## src/rtl/ppbs_pkg.sv

```systemverilog
package ppbs_pkg;

	localparam int CELLS = 33;
	localparam logic [CELLS-1:0] SEED = 33'h05555554A;
	localparam logic [6:0] MAX_BURST = 7'd64;

	localparam logic [1:0] MODE_PRBS   = 2'd0;
	localparam logic [1:0] MODE_CYCLIC = 2'd1;
	localparam logic [1:0] MODE_ONCE   = 2'd2;

	localparam logic [2:0] REG_MODE    = 3'd0;
	localparam logic [2:0] REG_ORDER   = 3'd1;
	localparam logic [2:0] REG_BUDGET  = 3'd2;
	localparam logic [2:0] REG_PATTERN = 3'd3;
	localparam logic [2:0] REG_SIZE    = 3'd4;

	typedef struct packed {
		logic adv;
		logic cyclic;
	} pat_ctl_t;

	// feedback taps on the shifted cells, per clamped order
	function automatic logic [CELLS-1:0] tap_mask(input logic [5:0] ord);
		logic [CELLS-1:0] m;
		case (ord)
			6'd1:  m = 33'h2;
			6'd2:  m = 33'h6;
			6'd3:  m = 33'hA;
			6'd4:  m = 33'h12;
			6'd5:  m = 33'h24;
			6'd6:  m = 33'h42;
			6'd7:  m = 33'h82;
			6'd8:  m = 33'h11C;
			6'd9:  m = 33'h210;
			6'd10: m = 33'h408;
			6'd11: m = 33'h804;
			6'd12: m = 33'h1052;
			6'd13: m = 33'h201A;
			6'd14: m = 33'h402A;
			6'd15: m = 33'h8002;
			6'd16: m = 33'h1002C;
			6'd17: m = 33'h20008;
			6'd18: m = 33'h40026;
			6'd19: m = 33'h80026;
			6'd20: m = 33'h100008;
			6'd21: m = 33'h200004;
			6'd22: m = 33'h400002;
			6'd23: m = 33'h800020;
			6'd24: m = 33'h100001A;
			6'd25: m = 33'h2000008;
			6'd26: m = 33'h4000046;
			6'd27: m = 33'h8000026;
			6'd28: m = 33'h10000008;
			6'd29: m = 33'h20000004;
			6'd30: m = 33'h40000054;
			6'd31: m = 33'h80000008;
			6'd32: m = 33'h1000000AE;
			default: m = '0;
		endcase
		return m;
	endfunction

endpackage

```

## src/rtl/ppbs_lfsr.sv

```systemverilog
module ppbs_lfsr
	import ppbs_pkg::*;
(
	input  logic       clk,
	input  logic       arst_n,
	input  logic       adv,
	input  logic [5:0] order,
	output logic       gen_bit
);

	logic [CELLS-1:0] cells_q;
	logic [CELLS-1:0] shifted;
	logic [5:0]       ord_c;

	always_comb begin
		if (order == 6'd0) begin
			ord_c = 6'd1;
		end else if (order > 6'd32) begin
			ord_c = 6'd32;
		end else begin
			ord_c = order;
		end
	end

	assign gen_bit = cells_q[ord_c];

	// shift cells up to the order, leave the rest alone
	always_comb begin
		shifted[0] = cells_q[0];
		for (int i = 1; i < CELLS; i++) begin
			shifted[i] = (6'(i) <= ord_c) ? cells_q[i-1] : cells_q[i];
		end
	end

	always_ff @(posedge clk or negedge arst_n) begin
		if (!arst_n) begin
			cells_q <= SEED;
		end else if (adv) begin
			cells_q <= {shifted[CELLS-1:1], ^(shifted & tap_mask(ord_c))};
		end
	end

endmodule

```

## src/rtl/ppbs_pattern.sv

```systemverilog
module ppbs_pattern
	import ppbs_pkg::*;
#(
	parameter int PATTERN_BITS = 64
) (
	input  logic                    clk,
	input  logic                    arst_n,
	input  pat_ctl_t                ctl,
	input  logic [PATTERN_BITS-1:0] word,
	input  logic [6:0]              size,
	output logic                    pat_bit
);

	localparam int IW = (PATTERN_BITS > 1) ? $clog2(PATTERN_BITS) : 1;
	localparam logic [6:0] PB = 7'(PATTERN_BITS);

	logic [6:0] pos_q;
	logic [6:0] sz;
	logic [6:0] pos_eff;
	logic [6:0] pos_inc;
	logic [6:0] pos_nxt;
	logic       past_end;

	always_comb begin
		if (size == 7'd0) begin
			sz = 7'd1;
		end else if (size > PB) begin
			sz = PB;
		end else begin
			sz = size;
		end
	end

	assign past_end = (pos_q >= sz);
	assign pos_eff  = past_end ? 7'd0 : pos_q;
	assign pos_inc  = pos_eff + 7'd1;

	always_comb begin
		if (ctl.cyclic) begin
			pat_bit = word[pos_eff[IW-1:0]];
			pos_nxt = (pos_inc >= sz) ? 7'd0 : pos_inc;
		end else begin
			// played once: hold position and give zeros
			pat_bit = past_end ? 1'b0 : word[pos_eff[IW-1:0]];
			pos_nxt = past_end ? pos_q : pos_inc;
		end
	end

	always_ff @(posedge clk or negedge arst_n) begin
		if (!arst_n) begin
			pos_q <= '0;
		end else if (ctl.adv) begin
			pos_q <= pos_nxt;
		end
	end

endmodule

```

## src/rtl/prbs_pattern_bit_source_unit.sv

```systemverilog
// Test-pattern bit source. Each input item asks for a burst of 1..64 bits and
// the block returns min(request, remaining budget) one-bit result items, one
// per clock while the output side takes them, with tlast on the final bit; a
// request of zero bits or a spent budget returns nothing. While a burst runs
// the input is held off: the request is taken, then the bit generator steps
// once per emitted bit, and each step waits while the previous bit sits
// untaken in the output register. The next request is taken once the final
// bit of the current burst sits in the output register. Configuration is a
// register write port (index 0 mode, 1 PRBS order, 2 bit budget, 3 pattern,
// 4 pattern size) that should be written only when the block is idle; a
// budget write reloads the remaining count, and a negative budget means no
// limit.
module prbs_pattern_bit_source_unit
	import ppbs_pkg::*;
#(
	parameter int PATTERN_BITS = 64
) (
	input  logic        clk,
	input  logic        arst_n,
	input  logic        s_tvalid,
	output logic        s_tready,
	input  logic [7:0]  s_tdata,   // [6:0] bits_wanted
	output logic        m_tvalid,
	input  logic        m_tready,
	output logic [7:0]  m_tdata,   // [0] out_bit
	output logic        m_tlast,
	input  logic        cfg_valid,
	output logic        cfg_ready,
	input  logic [2:0]  cfg_index,
	input  logic [63:0] cfg_data
);

	logic [1:0]              mode_q;
	logic [5:0]              order_q;
	logic [32:0]             budget_left_q;
	logic [PATTERN_BITS-1:0] pattern_q;
	logic [6:0]              size_q;

	logic       busy_q;
	logic       unl_q;
	logic [6:0] cnt_q;
	logic       m_tvalid_q;
	logic       out_bit_q;
	logic       last_q;

	logic       cfg_acc;
	logic       in_acc;
	logic       step;
	logic [6:0] want;
	logic [6:0] count;
	logic       lfsr_bit;
	logic       pat_bit;
	logic       gen_bit;
	pat_ctl_t   pat_ctl;

	assign cfg_ready = 1'b1;
	assign cfg_acc   = cfg_valid & cfg_ready;
	assign s_tready  = ~busy_q;
	assign in_acc    = s_tvalid & s_tready;
	assign step      = busy_q & (~m_tvalid_q | m_tready);

	assign m_tvalid = m_tvalid_q;
	assign m_tdata  = {7'd0, out_bit_q};
	assign m_tlast  = last_q;

	always_comb begin
		want = (s_tdata[6:0] > MAX_BURST) ? MAX_BURST : s_tdata[6:0];
		// cut to the budget when it is limited and smaller
		if (!budget_left_q[32] && budget_left_q[31:7] == '0 && budget_left_q[6:0] < want) begin
			count = budget_left_q[6:0];
		end else begin
			count = want;
		end
	end

	assign pat_ctl.adv    = step & (mode_q == MODE_CYCLIC | mode_q == MODE_ONCE);
	assign pat_ctl.cyclic = (mode_q == MODE_CYCLIC);

	ppbs_lfsr u_lfsr (
		.clk     (clk),
		.arst_n  (arst_n),
		.adv     (step & (mode_q == MODE_PRBS)),
		.order   (order_q),
		.gen_bit (lfsr_bit)
	);

	ppbs_pattern #(
		.PATTERN_BITS (PATTERN_BITS)
	) u_pattern (
		.clk     (clk),
		.arst_n  (arst_n),
		.ctl     (pat_ctl),
		.word    (pattern_q),
		.size    (size_q),
		.pat_bit (pat_bit)
	);

	always_comb begin
		case (mode_q)
			MODE_PRBS:   gen_bit = lfsr_bit;
			MODE_CYCLIC: gen_bit = pat_bit;
			MODE_ONCE:   gen_bit = pat_bit;
			default:     gen_bit = 1'b0;
		endcase
	end

	always_ff @(posedge clk or negedge arst_n) begin
		if (!arst_n) begin
			mode_q  <= MODE_PRBS;
			order_q <= 6'd31;
			size_q  <= 7'd1;
		end else if (cfg_acc) begin
			case (cfg_index)
				REG_MODE:  mode_q  <= cfg_data[1:0];
				REG_ORDER: order_q <= cfg_data[5:0];
				REG_SIZE:  size_q  <= cfg_data[6:0];
				default:   ;
			endcase
		end
	end

	always_ff @(posedge clk or negedge arst_n) begin
		if (!arst_n) begin
			pattern_q <= '0;
		end else if (cfg_acc && cfg_index == REG_PATTERN) begin
			pattern_q <= cfg_data[PATTERN_BITS-1:0];
		end
	end

	always_ff @(posedge clk or negedge arst_n) begin
		if (!arst_n) begin
			budget_left_q <= '1;
		end else if (cfg_acc && cfg_index == REG_BUDGET) begin
			budget_left_q <= cfg_data[32:0];
		end else if (step && !unl_q) begin
			budget_left_q <= budget_left_q - 33'd1;
		end
	end

	always_ff @(posedge clk or negedge arst_n) begin
		if (!arst_n) begin
			busy_q     <= 1'b0;
			unl_q      <= 1'b0;
			cnt_q      <= '0;
			m_tvalid_q <= 1'b0;
			out_bit_q  <= 1'b0;
			last_q     <= 1'b0;
		end else begin
			if (in_acc) begin
				busy_q <= (count != 7'd0);
				unl_q  <= budget_left_q[32];
				cnt_q  <= count;
			end else if (step) begin
				busy_q <= (cnt_q != 7'd1);
				cnt_q  <= cnt_q - 7'd1;
			end
			if (step) begin
				m_tvalid_q <= 1'b1;
				out_bit_q  <= gen_bit;
				last_q     <= (cnt_q == 7'd1);
			end else if (m_tready) begin
				m_tvalid_q <= 1'b0;
			end
		end
	end

endmodule
```

## config.mk

```make
export PLATFORM = sky130hd
export DESIGN_NAME = prbs_pattern_bit_source_unit
export DESIGN_NICKNAME = d
export VERILOG_FILES = /design/src/rtl/ppbs_pkg.sv /design/src/rtl/ppbs_lfsr.sv /design/src/rtl/ppbs_pattern.sv /design/src/rtl/prbs_pattern_bit_source_unit.sv
export SDC_FILE = /design/constraint.sdc
export NUM_CORES = 1
export LEC_CHECK = 0
export BUFFER_PORTS_ARGS = -buffer_cell sky130_fd_sc_hd__buf_2
export CELL_PAD_IN_SITES_DETAIL_PLACEMENT = 0
export CELL_PAD_IN_SITES_GLOBAL_PLACEMENT = 1
export CORE_AREA = 4 4 176 178
export CTS_CLUSTER_DIAMETER = 80
export DETAILED_ROUTE_END_ITERATION = 12
export DIE_AREA = 0 0 180 182
export GPL_TIMING_DRIVEN = 0
export PLACE_DENSITY_LB_ADDON = 0.1
export SETUP_SLACK_MARGIN = 0.4
export SLEW_MARGIN = 0
export SYNTH_ARGS = -nofsm -noshare
export SYNTH_HDL_FRONTEND = slang
export SYNTH_SLANG_ARGS = --single-unit
```

## constraint.sdc

```tcl
create_clock -name clk -period 12.8 [get_ports clk]
set_input_delay 1.28 -clock clk [delete_from_list [all_inputs] [get_ports clk]]
set_output_delay 1.28 -clock clk [all_outputs]
set_load 0.01 [all_outputs]
```

==> results by stage <==
Pwr:
- The leakage power is 4.83 nW.
- IR analysis of the VDD net gives a maximum drop of 99.6 uV.
- Power spread over the standard cell area amounts to 192 nW/um^2.

Route:
- After detailed routing, the average wire length per cell comes to 19.9 um.
- The final routed wirelength across all metal layers is 30200 um.
- The detailed-routing wirelength on met1 is 14000 um.
- Once detail routing completed, the nets flagged for antenna violations numbered 0.
- After detailed routing, the met3 layer carries approximately 990 um of wire.
- After detailed routing, no signal wire sits above met5.
- The post-detailed-route via-to-cell ratio is 5.22.
- In the detailed route, the total length drawn on met2 is 14800 um.
- The first detailed-routing pass took 5 iterations.
- The via count is 7931.
- The violation count after the first detailed-routing iteration is 404.
- After detailed routing, the number of remaining DRC violations is 0.

Yosys:
- The post-synthesis cell area is 10100 sq um.
- The number of cells produced by synthesis is about 1000.
- The number of different library cells used by synthesis comes to a little under 80.
- After synthesis, the share of flip-flops with an asynchronous set or reset is 100%.
- In the synthesized netlist the dominant register cell turns out to be sky130_fd_sc_hd__dfrtp_1.
- The synthesis-stage register bit count is 164.
- The mean cell area of the mapped netlist is 10.0 sq um.
- The synthesized design contains 0 enable-type register cells.
- The number of warnings issued by yosys is 0.
- The sequential cell area fraction in the yosys report is 41.2%.

CTS:
- The clock buffer count from CTS is 17.
- The clock insertion delay at the later pin of the skew report is 0.44 ns.
- TritonCTS built the clock tree.
- The master cell of the clock root buffer is sky130_fd_sc_hd__clkbuf_16.
- After clock tree synthesis, the flow added hold-fix buffers numbering 0.
- The clock input transition at the sequential cells of the worst setup and hold paths is roughly 0.07 ns.
- The number of setup buffers added after CTS is 0.
- No sink is reached through more buffers than the 2 on the longest clock path.
- The deepest level of the CTS H-tree is 4.
- For this design, the sink count on the clock tree is 164.
- After clock tree synthesis, the repair step resized 0 gates.

Timing:
- The total setup violations reported at the end of the flow is 0.
- The highest clock rate is 166 MHz.
- After routing, the total negative slack on setup checks comes to 0 ns.
- After layout, the worst path uses about 47% of the clock period.
- Measured against its own limit, the worst slew margin works out to between 30 and 40%.
- The final clock skew is 0.0163 ns.
- The max-slew violation total from the final report is 0.
- The number of hold violations in the final report is 0.
- At the pin with the least slew margin, the transition time is around 1 ns.
- The shortest period the worst path allows is 6.03 ns.
- Setup repair after global routing left no endpoint under its margin.

Die:
- For this configuration, the core starts out at a cell density of 34.4%.
- The region available for standard cell placement spans 29400 sq um.
- The initialized floorplan defines 63 standard-cell rows.
- Measured along the y axis, the die boundary spans 182 um.
- The area of the die is 32800 sq um.
- 92 I/O pins were placed.
- From left edge to right edge, the die measures 180 um.

Global route:
- For this run the aggregate overflow at the end of global routing stands at 0.
- The initial antenna violation count is 1.
- The maximum number of pins on one net before global-route repair is 85.
- The via count of the first global-routing pass is 8302.
- The global-route wire length before repair is 48500 um.
- For this run, the total global-route usage over all layers was measured as between 10% and 20%.

Cells and area:
- The final cell count without fillers is 1519.
- The number of fillers in the final layout is 2986.
- The fraction of the core area covered by cells at the end of the flow is 39.6%.
- The final instance area is 11600 sq um.
- The fraction of layout cells with a size suffix above 1 is 28.9%.
- The number of antenna diodes in the final layout is 0.
- The post-synthesis to final-layout area growth is 15.1%.
- At the end of the flow, the number of nets in the layout was 1228.

Critical path:
- STA classifies the critical path endpoint as a register.
- The worst setup path startpoint is u_pattern.pos_q[0]$_DFFE_PN0P_.
- The worst setup path is of the register to register kind.
- The critical path data arrival time is roughly 6.4 ns.
- Of all nets on the critical path, the largest fanout is 10.
- The data required time at the worst endpoint is between 10 and 15 ns.
- The launching element type of the critical path is a register.
- The critical register-to-register path startpoint is u_pattern.pos_q[0]$_DFFE_PN0P_.

Hold path:
- The start point of the worst min-delay path is unl_q$_DFFE_PN0P_.
- The type of the most critical hold path is register to register.

Outcome:
- The flow ran to the end, and the final reports show no timing, DRC or antenna violations.

Placement:
- The cell count after placement is between 1000 and 1500.
- The placer congestion estimate is between 0.8 and 0.9.
- The HPWL after detailed placement is 22300 um.
- The instance area after placement is 11100 sq um.
- Buffers placed on the I/O ports in this run total 82.

Run:
- The max-cap check violation count is 0.
[synthesized netlist by cell type (4+ instances only)]
cell / number / area, sq um
sky130_fd_sc_hd__nand2_1: 122 / 458
sky130_fd_sc_hd__dfrtp_1: 110 / 2750
sky130_fd_sc_hd__mux2_2: 103 / 1160
sky130_fd_sc_hd__o21ai_0: 76 / 380
sky130_fd_sc_hd__nor2_1: 55 / 206
sky130_fd_sc_hd__dfstp_2: 54 / 1420
sky130_fd_sc_hd__a21oi_1: 43 / 215
sky130_fd_sc_hd__xnor2_1: 41 / 359
sky130_fd_sc_hd__clkbuf_1: 38 / 143
sky130_fd_sc_hd__ha_1: 32 / 400
sky130_fd_sc_hd__inv_1: 25 / 93.8
sky130_fd_sc_hd__nand3_1: 23 / 115
sky130_fd_sc_hd__mux2i_1: 20 / 200
sky130_fd_sc_hd__nor3_1: 17 / 85.1
sky130_fd_sc_hd__a21o_1: 16 / 120
sky130_fd_sc_hd__xor2_1: 15 / 131
sky130_fd_sc_hd__buf_4: 13 / 97.6
sky130_fd_sc_hd__mux4_2: 13 / 293
sky130_fd_sc_hd__nor2b_1: 11 / 68.8
sky130_fd_sc_hd__nand2b_1: 10 / 62.6
sky130_fd_sc_hd__nor4_1: 10 / 62.6
sky130_fd_sc_hd__buf_2: 9 / 45.0
sky130_fd_sc_hd__or4_1: 9 / 67.6
sky130_fd_sc_hd__a211oi_1: 8 / 60.1
sky130_fd_sc_hd__a31oi_1: 7 / 43.8
sky130_fd_sc_hd__o21ai_1: 7 / 35.0
sky130_fd_sc_hd__a22o_1: 6 / 52.6
sky130_fd_sc_hd__and3_1: 6 / 37.5
sky130_fd_sc_hd__or3_1: 6 / 37.5
sky130_fd_sc_hd__nand4b_1: 5 / 43.8
sky130_fd_sc_hd__o311a_1: 5 / 50.1
sky130_fd_sc_hd__o31ai_1: 5 / 37.5
sky130_fd_sc_hd__or2_2: 5 / 31.3
sky130_fd_sc_hd__and2_1: 4 / 25.0
sky130_fd_sc_hd__buf_6: 4 / 45.0
sky130_fd_sc_hd__nand4_1: 4 / 25.0
sky130_fd_sc_hd__o211ai_1: 4 / 30.0
sky130_fd_sc_hd__o32ai_1: 4 / 35.0
[final timing paths]
check | to | slack, ns | depth (start not counted)
setup / recovery | u_pattern.pos_q[6]$_DFFE_PN0P_ | 6.77 | 21
hold / removal | unl_q$_DFFE_PN0P_ | 0.47 | 2
setup reg to reg | u_pattern.pos_q[6]$_DFFE_PN0P_ | 6.77 | 21
hold reg to reg | unl_q$_DFFE_PN0P_ | 0.47 | 2
max in group asynchronous | budget_left_q[22]$_DFFE_PN1P_ | 11.11 | 2
min in group asynchronous | cnt_q[4]$_DFFE_PN0P_ | 0.82 | 1
[final cells by class]
cell class | count | area [sq um] | area share, %
multi-input combinational | 756 | 5530 | 47.4
tap | 390 | 488 | 4.19
buffer | 67 | 343 | 2.94
inverter | 27 | 101 | 0.870
clock buffer | 19 | 433 | 3.72
clock inverter | 13 | 140 | 1.20
timing repair buffer | 83 | 448 | 3.84
sequential | 164 | 4170 | 35.8
[state kept, by name, indices dropped and copies added (netlist names)]
| name | cells |
|---|---|
| budget_left_q | 33 |
| m_tlast | 1 |
| pattern_q | 64 |
| cnt_q | 7 |
| unl_q | 1 |
| busy_q | 1 |
| order_q | 6 |
| size_q | 7 |
| m_tvalid | 1 |
| u_pattern.pos_q | 7 |
| out_bit_q | 1 |
| u_lfsr.cells_q | 33 |
| mode_q | 2 |
[stage by stage]
| step | hold slack [ns] | total power [W] | setup slack, ns |
|---|---|---|---|
| finish | 0.474 | 0.00223 | 6.77 |
| detailed placement | 0.463 | 0.00172 | 6.70 |
| global placement | 0.458 | 0.00172 | 6.68 |
| CTS | 0.477 | 0.00225 | 6.69 |
| floorplan | 0.440 | 0.00144 | 8.23 |
| global route | 0.514 | 0.00239 | 6.22 |
[worst max-delay path, cell delays in order (launching register included)]
cell	delay (ns)
sky130_fd_sc_hd__dfrtp_1	0.32
sky130_fd_sc_hd__clkbuf_1	0.57
sky130_fd_sc_hd__clkbuf_1	0.62
sky130_fd_sc_hd__inv_1	0.33
sky130_fd_sc_hd__ha_1	0.36
sky130_fd_sc_hd__nand2b_1	0.10
sky130_fd_sc_hd__a21o_1	0.11
sky130_fd_sc_hd__a21oi_1	0.05
sky130_fd_sc_hd__o21ai_0	0.36
sky130_fd_sc_hd__a21o_1	0.25
sky130_fd_sc_hd__clkbuf_1	0.41
sky130_fd_sc_hd__nor2_1	0.17
sky130_fd_sc_hd__ha_1	0.34
sky130_fd_sc_hd__ha_1	0.29
sky130_fd_sc_hd__a21o_1	0.16
sky130_fd_sc_hd__a21o_1	0.18
sky130_fd_sc_hd__a21o_1	0.17
sky130_fd_sc_hd__a21o_1	0.17
sky130_fd_sc_hd__a21o_1	0.17
sky130_fd_sc_hd__a21o_1	0.19
sky130_fd_sc_hd__a21oi_1	0.44
sky130_fd_sc_hd__a22o_1	0.21
[cell usage in the layout (no fill, tap or decap), types with 20 or more instances in the layout]
cell | Yosys | final
sky130_fd_sc_hd__nand2_1 | 122 | 122
sky130_fd_sc_hd__dfrtp_1 | 110 | 110
sky130_fd_sc_hd__mux2_2 | 103 | 103
sky130_fd_sc_hd__buf_2 | 9 | 90
sky130_fd_sc_hd__o21ai_0 | 76 | 76
sky130_fd_sc_hd__nor2_1 | 55 | 55
sky130_fd_sc_hd__dfstp_2 | 54 | 54
sky130_fd_sc_hd__a21oi_1 | 43 | 43
sky130_fd_sc_hd__xnor2_1 | 41 | 41
sky130_fd_sc_hd__clkbuf_1 | 38 | 40
sky130_fd_sc_hd__ha_1 | 32 | 32
sky130_fd_sc_hd__inv_1 | 25 | 25
sky130_fd_sc_hd__nand3_1 | 23 | 23
sky130_fd_sc_hd__mux2i_1 | 20 | 20
[metal layers]
layer,GRT usage (%),vias to the layer above
met3,3.00,32
met4,4.24,2
met1,25.0,3901
li1,-,3841
met5,0,-
met2,32.1,155
[where the power goes]
group          internal (W)  switching (W)
Combinational      0.000399       0.000497
Sequential         0.000695       0.000124
Clock              0.000275       0.000243
Total               0.00137       0.000864
[kinds of logic (layout without fill, tap and decap cells)]
| family | Yosys count | in the layout | synth area share, % |
|---|---|---|---|
| compound gates | 216 | 216 | 13.7 |
| fa+ha+maj | 32 | 32 | 3.96 |
| flops | 164 | 164 | 41.2 |
| buf+inv | 94 | 209 | 4.39 |
| other cells | 2 | 8 | 0.0742 |
| xor+xnor | 59 | 59 | 5.51 |
| simple gates | 305 | 305 | 14.8 |
| mux | 136 | 136 | 16.3 |
(Power assumes the default switching activity.)
